<file path="src/hdl/dqb_pkg.sv">
package dqb_pkg;

  localparam int MAX_LABEL   = 63;
  localparam int STORE_DEPTH = 63;
  localparam int CNT_W       = 6;
  localparam int ADDR_W      = 6;
  localparam int STEP_W      = 4;
  localparam int HDR_BYTES   = 12;
  localparam int TRL_BYTES   = 5;

  localparam logic [7:0]  DOT_CHAR        = 8'h2E;
  localparam logic [15:0] QUERY_IDENT_RST = 16'd1234;
  localparam logic        WANT_RECUR_RST  = 1'b1;

  localparam logic [1:0] OP_BEGIN    = 2'd0;
  localparam logic [1:0] OP_CHAR     = 2'd1;
  localparam logic [1:0] OP_END      = 2'd2;
  localparam logic [1:0] OP_QUESTION = 2'd3;

  localparam logic [2:0] KIND_A     = 3'd0;
  localparam logic [2:0] KIND_NS    = 3'd1;
  localparam logic [2:0] KIND_CNAME = 3'd2;
  localparam logic [2:0] KIND_AAAA  = 3'd3;

  localparam logic [1:0] CMD_HDR   = 2'd0;
  localparam logic [1:0] CMD_CHAR  = 2'd1;
  localparam logic [1:0] CMD_FLUSH = 2'd2;
  localparam logic [1:0] CMD_TRL   = 2'd3;

  localparam logic REG_QUERY_IDENT = 1'b0;
  localparam logic REG_WANT_RECUR  = 1'b1;

  typedef struct packed {
    logic [1:0] op;
    logic [7:0] name_char;
    logic [2:0] query_kind;
  } in_item_t;

  typedef struct packed {
    logic [7:0] out_byte;
    logic       run_last;
    logic       label_too_long;
  } out_item_t;

  typedef struct packed {
    logic [1:0] kind;
    logic [7:0] data;
  } cmd_t;

  function automatic logic [7:0] kind_code(input logic [2:0] kind);
    logic [7:0] code;
    case (kind)
      KIND_A:     code = 8'd1;
      KIND_NS:    code = 8'd2;
      KIND_CNAME: code = 8'd5;
      KIND_AAAA:  code = 8'd28;
      default:    code = 8'd0;
    endcase
    return code;
  endfunction

endpackage

</file>
<file path="src/hdl/dqb_cmd_fifo.sv">
module dqb_cmd_fifo (
  input  logic          clk,
  input  logic          rst,
  input  logic          wr_en,
  input  dqb_pkg::cmd_t wr_cmd,
  output logic          full,
  input  logic          rd_en,
  output dqb_pkg::cmd_t rd_cmd,
  output logic          empty
);
  import dqb_pkg::*;

  cmd_t       slots [2];
  logic       wr_ptr;
  logic       rd_ptr;
  logic [1:0] count;

  assign full   = (count == 2'd2);
  assign empty  = (count == 2'd0);
  assign rd_cmd = slots[rd_ptr];

  always_ff @(posedge clk) begin
    if (wr_en && !full) begin
      slots[wr_ptr] <= wr_cmd;
    end
  end

  always_ff @(posedge clk) begin
    if (rst) begin
      wr_ptr <= 1'b0;
      rd_ptr <= 1'b0;
      count  <= 2'd0;
    end else begin
      if (wr_en && !full) begin
        wr_ptr <= ~wr_ptr;
      end
      if (rd_en && !empty) begin
        rd_ptr <= ~rd_ptr;
      end
      case ({wr_en && !full, rd_en && !empty})
        2'b10:   count <= count + 2'd1;
        2'b01:   count <= count - 2'd1;
        default: count <= count;
      endcase
    end
  end

endmodule

</file>
<file path="src/hdl/dqb_front.sv">
module dqb_front (
  input  logic              clk,
  input  logic              rst,
  input  logic              push,
  output logic              full,
  input  dqb_pkg::in_item_t in_data,
  input  logic              cmd_pop,
  output dqb_pkg::cmd_t     cmd,
  output logic              cmd_empty
);
  import dqb_pkg::*;

  cmd_t cmd_in;

  always_comb begin
    cmd_in.data = in_data.name_char;
    case (in_data.op)
      OP_BEGIN: cmd_in.kind = CMD_HDR;
      OP_CHAR:  cmd_in.kind = (in_data.name_char == DOT_CHAR) ? CMD_FLUSH : CMD_CHAR;
      OP_END:   cmd_in.kind = CMD_FLUSH;
      default: begin
        cmd_in.kind = CMD_TRL;
        cmd_in.data = kind_code(in_data.query_kind);
      end
    endcase
  end

  dqb_cmd_fifo u_fifo (
    .clk    (clk),
    .rst    (rst),
    .wr_en  (push),
    .wr_cmd (cmd_in),
    .full   (full),
    .rd_en  (cmd_pop),
    .rd_cmd (cmd),
    .empty  (cmd_empty)
  );

endmodule

</file>
<file path="src/hdl/dqb_back.sv">
module dqb_back (
  input  logic               clk,
  input  logic               rst,
  input  dqb_pkg::cmd_t      cmd,
  input  logic               cmd_empty,
  output logic               cmd_pop,
  input  logic [15:0]        query_ident,
  input  logic               want_recursion,
  output logic               empty,
  input  logic               pop,
  output dqb_pkg::out_item_t out_data
);
  import dqb_pkg::*;

  localparam logic [2:0] ST_IDLE = 3'd0;
  localparam logic [2:0] ST_HDR  = 3'd1;
  localparam logic [2:0] ST_LEN  = 3'd2;
  localparam logic [2:0] ST_DATA = 3'd3;
  localparam logic [2:0] ST_TRL  = 3'd4;

  logic [2:0]        state;
  logic [STEP_W-1:0] step;
  logic [CNT_W-1:0]  label_count;
  logic              overflow_seen;
  logic [ADDR_W-1:0] idx;
  logic [7:0]        code;
  logic [7:0]        label_store [STORE_DEPTH];
  logic [7:0]        rd_data;
  logic              out_valid;

  logic              can_emit;
  logic              emit;
  out_item_t         item;
  logic              rd_en;
  logic [ADDR_W-1:0] rd_addr;
  logic              wr_en;
  logic [7:0]        hdr_byte;
  logic [7:0]        trl_byte;

  assign can_emit = !out_valid || pop;
  assign empty    = !out_valid;
  assign wr_en    = cmd_pop && (cmd.kind == CMD_CHAR) &&
                    (label_count < CNT_W'(MAX_LABEL));

  always_comb begin
    case (step)
      4'd0:    hdr_byte = query_ident[15:8];
      4'd1:    hdr_byte = query_ident[7:0];
      4'd2:    hdr_byte = {7'd0, want_recursion};
      4'd5:    hdr_byte = 8'd1;
      default: hdr_byte = 8'd0;
    endcase
    case (step)
      4'd2:    trl_byte = code;
      4'd4:    trl_byte = 8'd1;
      default: trl_byte = 8'd0;
    endcase
  end

  always_comb begin
    cmd_pop = 1'b0;
    emit    = 1'b0;
    item    = '0;
    rd_en   = 1'b0;
    rd_addr = idx + ADDR_W'(1);
    case (state)
      ST_IDLE: cmd_pop = !cmd_empty;
      ST_HDR: begin
        emit          = can_emit;
        item.out_byte = hdr_byte;
        item.run_last = (step == STEP_W'(HDR_BYTES - 1));
      end
      ST_TRL: begin
        emit          = can_emit;
        item.out_byte = trl_byte;
        item.run_last = (step == STEP_W'(TRL_BYTES - 1));
      end
      ST_LEN: begin
        emit                = can_emit;
        item.out_byte       = {2'd0, label_count};
        item.run_last       = (label_count == '0);
        item.label_too_long = overflow_seen;
        rd_en               = can_emit && (label_count != '0);
        rd_addr             = '0;
      end
      ST_DATA: begin
        emit                = can_emit;
        item.out_byte       = rd_data;
        item.run_last       = ((idx + ADDR_W'(1)) == label_count);
        item.label_too_long = overflow_seen;
        rd_en               = can_emit && !item.run_last;
      end
      default: ;
    endcase
  end

  always_ff @(posedge clk) begin
    if (wr_en) begin
      label_store[label_count] <= cmd.data;
    end
    if (rd_en) begin
      rd_data <= label_store[rd_addr];
    end
  end

  always_ff @(posedge clk) begin
    if (emit) begin
      out_data <= item;
    end
  end

  always_ff @(posedge clk) begin
    if (rst) begin
      state         <= ST_IDLE;
      step          <= '0;
      idx           <= '0;
      code          <= '0;
      label_count   <= '0;
      overflow_seen <= 1'b0;
      out_valid     <= 1'b0;
    end else begin
      if (emit) begin
        out_valid <= 1'b1;
      end else if (pop) begin
        out_valid <= 1'b0;
      end
      case (state)
        ST_IDLE: begin
          if (cmd_pop) begin
            step <= '0;
            case (cmd.kind)
              CMD_HDR: begin
                label_count   <= '0;
                overflow_seen <= 1'b0;
                state         <= ST_HDR;
              end
              CMD_CHAR: begin
                if (wr_en) begin
                  label_count <= label_count + CNT_W'(1);
                end else begin
                  overflow_seen <= 1'b1;
                end
              end
              CMD_FLUSH: state <= ST_LEN;
              default: begin
                code  <= cmd.data;
                state <= ST_TRL;
              end
            endcase
          end
        end
        ST_HDR, ST_TRL: begin
          if (emit) begin
            step <= step + STEP_W'(1);
            if (item.run_last) begin
              state <= ST_IDLE;
            end
          end
        end
        ST_LEN: begin
          if (emit) begin
            idx <= '0;
            if (item.run_last) begin
              overflow_seen <= 1'b0;
              state         <= ST_IDLE;
            end else begin
              state <= ST_DATA;
            end
          end
        end
        ST_DATA: begin
          if (emit) begin
            idx <= idx + ADDR_W'(1);
            if (item.run_last) begin
              label_count   <= '0;
              overflow_seen <= 1'b0;
              state         <= ST_IDLE;
            end
          end
        end
        default: state <= ST_IDLE;
      endcase
    end
  end

endmodule

</file>
<file path="src/hdl/dns_query_builder_top.sv">
// Channel   Handshake            Payload
// input     push / full          in_data  (op, name_char, query_kind)
// result    pop / empty          out_data (out_byte, run_last, label_too_long)
// config    psel/penable/pwrite  paddr 0 query_ident, paddr 4 want_recursion
//
// Each item passes through a two-entry command queue and then a byte sequencer.
// A begin item emits 12 bytes, a question 5, and a label flush 1 + length bytes,
// one byte per cycle while the result is popped, once the item is taken from the queue.
// Label bytes are read from a single-port store with registered read data.
// Reset is synchronous; it empties the queue and the output and clears the label.
// A stalled result holds; the queue keeps taking items until it is full.
module dns_query_builder_top (
  input  logic               clk,
  input  logic               rst,
  input  logic               push,
  output logic               full,
  input  dqb_pkg::in_item_t  in_data,
  output logic               empty,
  input  logic               pop,
  output dqb_pkg::out_item_t out_data,
  input  logic               psel,
  input  logic               penable,
  input  logic               pwrite,
  input  logic [2:0]         paddr,
  input  logic [31:0]        pwdata,
  output logic [31:0]        prdata,
  output logic               pready
);
  import dqb_pkg::*;

  logic [15:0] query_ident;
  logic        want_recursion;
  logic        cfg_write;
  cmd_t        cmd;
  logic        cmd_empty;
  logic        cmd_pop;

  assign pready    = 1'b1;
  assign cfg_write = psel && penable && pwrite && pready;

  always_ff @(posedge clk) begin
    if (rst) begin
      query_ident    <= QUERY_IDENT_RST;
      want_recursion <= WANT_RECUR_RST;
    end else if (cfg_write) begin
      if (paddr[2] == REG_QUERY_IDENT) begin
        query_ident <= pwdata[15:0];
      end else begin
        want_recursion <= pwdata[0];
      end
    end
  end

  always_comb begin
    if (paddr[2] == REG_WANT_RECUR) begin
      prdata = {31'd0, want_recursion};
    end else begin
      prdata = {16'd0, query_ident};
    end
  end

  dqb_front u_front (
    .clk       (clk),
    .rst       (rst),
    .push      (push),
    .full      (full),
    .in_data   (in_data),
    .cmd_pop   (cmd_pop),
    .cmd       (cmd),
    .cmd_empty (cmd_empty)
  );

  dqb_back u_back (
    .clk            (clk),
    .rst            (rst),
    .cmd            (cmd),
    .cmd_empty      (cmd_empty),
    .cmd_pop        (cmd_pop),
    .query_ident    (query_ident),
    .want_recursion (want_recursion),
    .empty          (empty),
    .pop            (pop),
    .out_data       (out_data)
  );

endmodule
</file>
<file path="config.mk">
export PLATFORM = sky130hd
export DESIGN_NAME = dns_query_builder_top
export DESIGN_NICKNAME = d
export VERILOG_FILES = /design/src/hdl/dqb_pkg.sv /design/src/hdl/dqb_cmd_fifo.sv /design/src/hdl/dqb_front.sv /design/src/hdl/dqb_back.sv /design/src/hdl/dns_query_builder_top.sv
export SDC_FILE = /design/constraint.sdc
export NUM_CORES = 1
export LEC_CHECK = 0
export ABC_AREA = 1
export BUFFER_PORTS_ARGS = -buffer_cell sky130_fd_sc_hd__buf_2
export CORE_MARGIN = 10
export CORE_UTILIZATION = 45
export DETAILED_ROUTE_END_ITERATION = 8
export HOLD_SLACK_MARGIN = 0.12
export PLACE_DENSITY = 0.64
export RECOVER_POWER = 100
export SLEW_MARGIN = 0
export SYNTH_ARGS = -nofsm -noshare
export SYNTH_HDL_FRONTEND = slang
export SYNTH_SLANG_ARGS = --single-unit
</file>
<file path="constraint.sdc">
create_clock -name clk -period 2.8 [get_ports clk]
set_clock_uncertainty 0.2 [all_clocks]
set_input_delay 0.42 -clock clk [delete_from_list [all_inputs] [get_ports clk]]
set_output_delay 0.42 -clock clk [all_outputs]
set_load 0.01 [all_outputs]
</file>
==> results of run 1 <==
power by group through the flow:
stage / Sequential [mW] / Combinational [mW] / Clock (mW)
detailed placement: 11.1 / 4.99 / 0
global placement: 11.1 / 4.88 / 0
floorplan: 11.1 / 2.97 / 0
global route: 10.9 / 5.49 / 8.44
finish: 10.9 / 5.01 / 7.93
CTS: 10.9 / 5.10 / 8.05
final timing paths:
path | depth (start not counted) | startpoint | slack, ps | to
hold / removal | 4 | pwrite | 170 | query_ident[1]
setup / recovery | 12 | u_back.state[1] | 90 | u_back.rd_data[0]
hold reg to reg | 2 | u_back.code[3] | 250 | u_back.code[3]
setup reg to reg | 12 | u_back.state[1] | 90 | u_back.rd_data[0]
logic make-up (layout without fill, tap and decap cells):
group	count (synthesis)	after routing	share of synthesized area
AND/OR/NAND/NOR	1195	1197	0.206
flip-flops	593	593	0.668
buffers and inverters	358	579	0.0598
AO/OA/AOI/OAI	262	262	0.0577
adder cells (fa/ha/maj)	8	8	0.00387
multiplexers	8	8	0.00348
XOR/XNOR	4	4	0.00135
other	2	17	0.000290
worst max-delay path, stage by stage (launching register included):
cell and delay (ps):
sky130_fd_sc_hd__dfxtp_1 390, sky130_fd_sc_hd__inv_2 80, sky130_fd_sc_hd__nor2_4 150, sky130_fd_sc_hd__nand2_4 190
sky130_fd_sc_hd__nand2_8 160, sky130_fd_sc_hd__inv_2 60, sky130_fd_sc_hd__buf_12 210, sky130_fd_sc_hd__o21ai_0 280
sky130_fd_sc_hd__nand3_1 120, sky130_fd_sc_hd__nand3_1 80, sky130_fd_sc_hd__nand3_1 170, sky130_fd_sc_hd__nand3_1 220
sky130_fd_sc_hd__nand2_1 110
state kept, by name (all words and copies together), names as in the netlist, 2 cells and up, named ones only:
register and count:
u_front.u_fifo.slots 20, u_back.code 8, u_front.u_fifo.count 2, u_back.step 4, u_back.label_store 504, u_back.state 3
query_ident 16, u_back.label_count 6, u_back.idx 6, u_back.out_data 10, u_back.rd_data 8
routing by layer:
metal  share of wire  vias to the layer above  track usage
li1                -                     8728            -
met1            0.40                     9003        0.259
met2            0.48                      772        0.335
met3           0.089                      114       0.0376
met4           0.032                        0       0.0783
met5               0                        -            0
repair_timing:
| item | CTS | global route |
|---|---|---|
| endpoints found under the setup margin | 2 | 179 |
| pin swaps | 1 | 3 |
| cloned | 1 | 2 |
| hold endpoints to repair | 51 | 0 |
| setup buffers | 0 | 4 |
| resized for setup | 3 | 9 |
| hold buffers | 44 | 0 |
metrics by stage:
stage,hold WS [ps],instances
after detailed placement,240,3262
after floorplan,223,2445
final,168,3424
after CTS,139,3418
after global routing,190,3424
after global placement,233,3262
final cells by class:
type	count	area [µm²]
flip-flops and latches	593	17300
inverters	211	795
clock buffers	79	1660
clock inverters	32	298
multi-input cells	1496	7150
well taps	756	946
repair buffers	257	1870
fillers	4891	26700
synth_stat cells (5+ instances only):
master                      number
sky130_fd_sc_hd__buf_1          11
sky130_fd_sc_hd__or2_2          25
sky130_fd_sc_hd__o21ai_1        12
sky130_fd_sc_hd__inv_1         199
sky130_fd_sc_hd__o211ai_1       22
sky130_fd_sc_hd__a21oi_1        68
sky130_fd_sc_hd__edfxtp_1      542
sky130_fd_sc_hd__ha_1            8
sky130_fd_sc_hd__nand3b_1       63
sky130_fd_sc_hd__inv_2          11
sky130_fd_sc_hd__o2111ai_1      16
sky130_fd_sc_hd__mux2_2          8
sky130_fd_sc_hd__o21ai_0       115
sky130_fd_sc_hd__nor3_1          5
sky130_fd_sc_hd__nand3_2         5
sky130_fd_sc_hd__a22oi_1         9
sky130_fd_sc_hd__clkbuf_1       39
sky130_fd_sc_hd__nand2_2         5
sky130_fd_sc_hd__nor2_1        265
sky130_fd_sc_hd__nand2_1       475
sky130_fd_sc_hd__buf_2          67
sky130_fd_sc_hd__nand4_1         7
sky130_fd_sc_hd__buf_4          28
sky130_fd_sc_hd__nand3_1       335
sky130_fd_sc_hd__o22ai_1         8
sky130_fd_sc_hd__dfxtp_1        51
==> results list, run 1 <==
- The die is ~260 µm wide.
- Dividing the final minimum period by the clock period gives 0.969.
- Initial antenna violation count: 1
- Via count: 18,600
- TritonCTS built the clock tree.
- IR drop worst, VDD: 0.000524 V
- Reg clk slew, reported paths: 60 ps
- Violations in the final reports: max-capacitance violations, max-slew violations
* Distinct cell type count after synthesis: 46
* CP Data Arrival Time: 2870 ps
* Syn-to-layout area delta: 15.9%
* Number of setup violations in the final report: 0
- At the pin with the least slew margin, the transition time is around 1500 ps.
- Final layout net count: 2,682
* Violation count after the first detailed-route iteration: 2,025
- Sequential cell area fraction in the yosys report: 0.668
- Setup repair after global routing could not meet its margin everywhere.
* Final number of max-transition violations: 65
* Residual overflow from global routing: 0
* Vias per inst: ~5.4
- Number of buffers on the longest clock path: 3
- The pre-antenna-repair detailed-routing pass consisted of 6 iterations.
- After synthesis, the share of flip-flops with an asynchronous set or reset is 0.
* Number of register bits inferred by synthesis: 593
- Die Outline Area: 67,500 µm²
- Number of global-route vias before repair: 18,200
- At the placement stage, the worst setup path has a slack of -17.8 ps.
- The routed design could run at a clock period as short as around 2700 ps.
- The share of total power dissipated in combinational logic is 0.210.
- At the end of the flow the core is filled with cells to 0.529.
* Net Sw Power: 7.20 mW
- Clk_lat worst skew: 630 ps
* Diode count: 0
* Fraction of power consumed by sequential logic: 0.458
- Area share of the leading cell type in the synthesized netlist: 0.629
- Max-cap violations in this run came to 1.
- sky130_fd_sc_hd__edfxtp_1 takes more of the synthesized area than any other cell.
- STA puts the critical path data required time at ~3000 ps.
* H-tree depth reported by CTS: 2
- DRC: 0
* Post-detailed-placement cell area: 27,800 µm²
- Yosys printed 0 warnings.
* Gate count of the mapped netlist: 2,430
* Cell area after synthesis: between 20,000 and 30,000 µm²
- The completed layout was analyzed and its total power is 23.8 mW.
* Layout Cell Area excl Fill: 30,000 µm²
- Once detail routing completed, the nets flagged for antenna violations numbered 0.
- Summed over all nets, the half-perimeter wirelength after detailed placement is between 40,000 and 50,000 µm.
- The total area inside the core boundary comes to 56,700 µm².
- Cell types occupying the most area after synthesis: sky130_fd_sc_hd__edfxtp_1 (63%), sky130_fd_sc_hd__nand2_1 (6.9%), sky130_fd_sc_hd__nand3_1 (6.5%), sky130_fd_sc_hd__dfxtp_1 (3.9%), sky130_fd_sc_hd__nor2_1 (3.8%)
- Total clock buffers created by CTS: 60
- Leading cell type in the layout, fill and taps excluded: sky130_fd_sc_hd__edfxtp_1
- Wirelength, routed: 69,900 µm
- Entering global routing, the biggest net connects 73 pins.
* Maximum fanout count along the critical path: 72
- Standby leakage power: between 10 and 15 nW
* Routability cong.: between 0.8 and 0.9
- Die height: 260 µm
* Relative slew slack: -0.0181
- In the final layout, the share of cells above drive strength 1 is 0.120.
- Type of destination of the critical path: flop
- Setup WS post-layout: about 87 ps
- The final hold violation count was 0.
- Synth Area per Inst: 10.7 µm²
- In the final routed layout, each cell accounts on average for between 20 and 25 µm.
* Number of primary I/O pins: 100
- The floorplan has 87 rows.
* Worst hold-check path type: primary input to flop
- Of the total power, the share spent switching nets is 0.302.
- Leading register cell type out of synthesis: sky130_fd_sc_hd__edfxtp_1
- Root cell of the clock tree: sky130_fd_sc_hd__clkbuf_16
* Startpoint Class: flop
- For this run, the top clock speed supported by timing is 369 MHz.
* Number of enable-type register cells in the synthesized netlist: 542
- Power density of the placed cells: 795 nW/µm²
- The internal power of the cells totals about 17 mW.
- For the final routed database, the setup TNS stands at 0 ps.
- Clk pwr share: 0.332
- The flow ran to the end, but the final reports show violations.
- Gr usage total: 0.202
- Number of sinks on the clock net: around 600
* Starting Density: 0.457
- Most frequent cells in the layout: sky130_fd_sc_hd__edfxtp_1 (542), sky130_fd_sc_hd__nand2_1 (474), sky130_fd_sc_hd__nand3_1 (335)
* Global-route wire length before repair: roughly 110,000 µm
* Critical path class: flop to flop
- Input/output buffers: 64
No activity file was read; power rests on OpenSTA's default activity.
==> run 2, diff against run 1 <==
==> constraint.sdc (replaced) <==
create_clock -name clk -period 3 [get_ports clk]
set_clock_uncertainty 0.2 [all_clocks]
set_input_delay 0.45 -clock clk [delete_from_list [all_inputs] [get_ports clk]]
set_output_delay 0.45 -clock clk [all_outputs]
set_load 0.01 [all_outputs]
==> results list, run 2 (synthesized netlist as in run 1, its figures left out) <==
- Outcome: finished with violations
- The final reports fail on max-capacitance violations, max-slew violations.
- The core region is approximately 57,000 µm².
- Once detail routing completed, the nets flagged for antenna violations numbered 0.
- Endpoint required time on the critical path: 3160 ps
- Slew at the pin with the worst max-slew slack: approximately 1800 ps
* Number of global-route vias before repair: 17,700
- Summed over all cells, the static leakage comes to 11.3 nW.
- For this configuration, the core starts out at a cell density of 0.457.
- Die height: 260 µm
* Final number of max-transition violations: 390
* H-tree depth reported by CTS: 2
* Count of endpoints failing hold in the final timing report: 0
- Global-route wire length before repair: 104,000 µm
- Switching Share: 0.300
- Wires add up to 67,800 µm.
* Worst hold-check path type: primary input to flop
* Internal power consumption: approximately 15 mW
- Number of flip-flops in the largest register: 504
- Util after Layout: 0.523
* Post-route setup TNS: 0 ps
- VDD sags by at most 0.000573 V.
* Clk pwr share: 0.331
- Relative slew slack: -0.216
- After clock tree synthesis, the clock-pin slew on the worst setup and hold paths is roughly 70 ps.
- Of all nets on the critical path, the largest fanout is 17.
- The first routing iteration left between 2,000 and 2,500 violations.
- Compared with the post-synthesis result, the final layout area differs by 14.6%.
- The critical path is of the flop to flop type.
- Fraction of power consumed by sequential logic: 0.463
- In the final layout, the registers with the most flip-flops are u_back.label_store: 504 flops, u_front.u_fifo.slots: 20 flops, query_ident: 16 flops.
- Timing would allow up to 347 MHz.
- In the layout the commonest cells are sky130_fd_sc_hd__edfxtp_1 (542), sky130_fd_sc_hd__nand2_1 (477), sky130_fd_sc_hd__nand3_1 (337).
- Summing all multi-input logic gate instances after layout gives 7100 µm².
- The library cell used most frequently in the layout, excluding fill and tap cells, is sky130_fd_sc_hd__edfxtp_1.
- Initial antenna violation count: 0
- Number of sinks on the clock net: between 500 and 600
- Tcrit/Tclk final: 0.960
- Root cell of the clock tree: sky130_fd_sc_hd__clkbuf_16
- Die Outline Area: 67,500 µm²
- The finished layout holds 3,403 standard cells, fillers aside.
* Hold Slack: 189 ps
- In this run the power spent charging and discharging nets is ~6.6 mW.
* Number of setup violations in the final report: 0
* Die outline width: 260 µm
* DRC: 0
- Counting the fill cells in the layout gives around 5,000.
* CTS tree: done
- Data on the critical path arrives at its endpoint at 3040 ps.
* Input/output buffers: 64
- Area taken by flip-flops and latches: 17,300 µm²
- Residual overflow from global routing: 0
- Placed wire-length estimate after detailed placement: 41,000 µm
- Ranked by flip-flop count, first place goes to u_back.label_store.
- Via count: 18,400
* Power after layout: 22.1 mW
* Per-cell routed wire length: roughly 20 µm
- Type of destination of the critical path: flop
* Setup WS post-layout: 121 ps
- Power density of the placed cells: 744 nW/µm²
* Number of buffers on the longest clock path: 3
- Placed Instances: around 3,300
- Total clock buffers created by CTS: 60
- Final critical delay including setup and external delays: 2880 ps
- Power share of the combinational group: 0.206
- The finished cells cover 29,700 µm².
* Placement Rows: 87
- Across every metal layer, demand over resource in global routing totals 0.197.
* Setup repair after global routing missed its margin: false
- Post-detailed-placement cell area: 27,600 µm²
- During I/O placement, the number of pins put on the boundary was 100.
- At the end of routability-driven placement, the weighted congestion stood at between 0.9 and 1.
- In the final layout, the share of cells above drive strength 1 is 0.114.
* Worst setup slack before clock tree synthesis: around 170 ps
- Pin count of the biggest net entering global routing: roughly 70
* Clk_lat worst skew: 630 ps
* Startpoint Class: flop
- Router iterations before antenna repair: 6
- The final layout contains 2,661 nets.
- Vias per inst: 5.40
- Across the run, the number of max-cap violations was 6.
[run 2: changes by cell type in the layout (fill, tap and decap cells not counted), sizes merged]
cell         before  now
buf             110   94
clkbuf          182  178
clkinv           24   28
dlygate4sd3      44   41
clkinvlp          3    1
diode             0    2
nand2           484  482
[run 2: final timing paths]
check                               startpoint                end  slack (ps)  depth (start not counted)
worst max-delay path             u_back.idx[1]  u_back.rd_data[1]         120                         10
worst min register to register  u_back.code[3]     u_back.code[3]         250                          2
worst min-delay path                    pwrite     query_ident[1]         190                          4
worst max register to register   u_back.idx[1]  u_back.rd_data[1]         120                         10
[run 2: area by class of cell]
type,instances,area share
Antenna cell,2,0.000169
Clock buffer,75,0.0542
Clock inverter,34,0.0103
Inverter,211,0.0267
Multi-Input combinational cell,1494,0.239
Sequential cell,593,0.583
Tap cell,756,0.0319
Timing Repair Buffer,238,0.0545
[run 2: power groups by stage]
stage	clock, mW	combinational (mW)	sequential (mW)
floorplan	0	2.77	10.3
global placement	0	4.48	10.3
detailed placement	0	4.56	10.3
CTS	7.44	4.63	10.2
global route	7.75	5.01	10.3
finish	7.31	4.54	10.2
[run 2: worst max-delay path, stage by stage, from the launching register on]
cell	delay (ps)
sky130_fd_sc_hd__dfxtp_1	430
sky130_fd_sc_hd__ha_1	210
sky130_fd_sc_hd__nand2_1	90
sky130_fd_sc_hd__o21ai_0	300
sky130_fd_sc_hd__nand2_2	280
sky130_fd_sc_hd__nor2_4	170
sky130_fd_sc_hd__inv_2	200
sky130_fd_sc_hd__nand3_1	200
sky130_fd_sc_hd__nand3_1	170
sky130_fd_sc_hd__nand3_1	210
sky130_fd_sc_hd__nand2_1	130
[run 2: layer usage]
layer | up-vias | GRT usage | wire length [µm]
li1 | 8697 | - | -
met1 | 8831 | 0.268 | 28800
met2 | 721 | 0.316 | 31500
met3 | 120 | 0.0305 | 5360
met4 | 0 | 0.0744 | 2150
met5 | - | 0 | 0
[run 2: repair_timing]
| action | in CTS | in global routing |
|---|---|---|
| hold buffers | 41 | 0 |
| endpoints found under the setup margin | 0 | 83 |
| gates resized for setup | 0 | 4 |
| endpoints found under the hold margin | 51 | 0 |
| setup buffers | 0 | 1 |
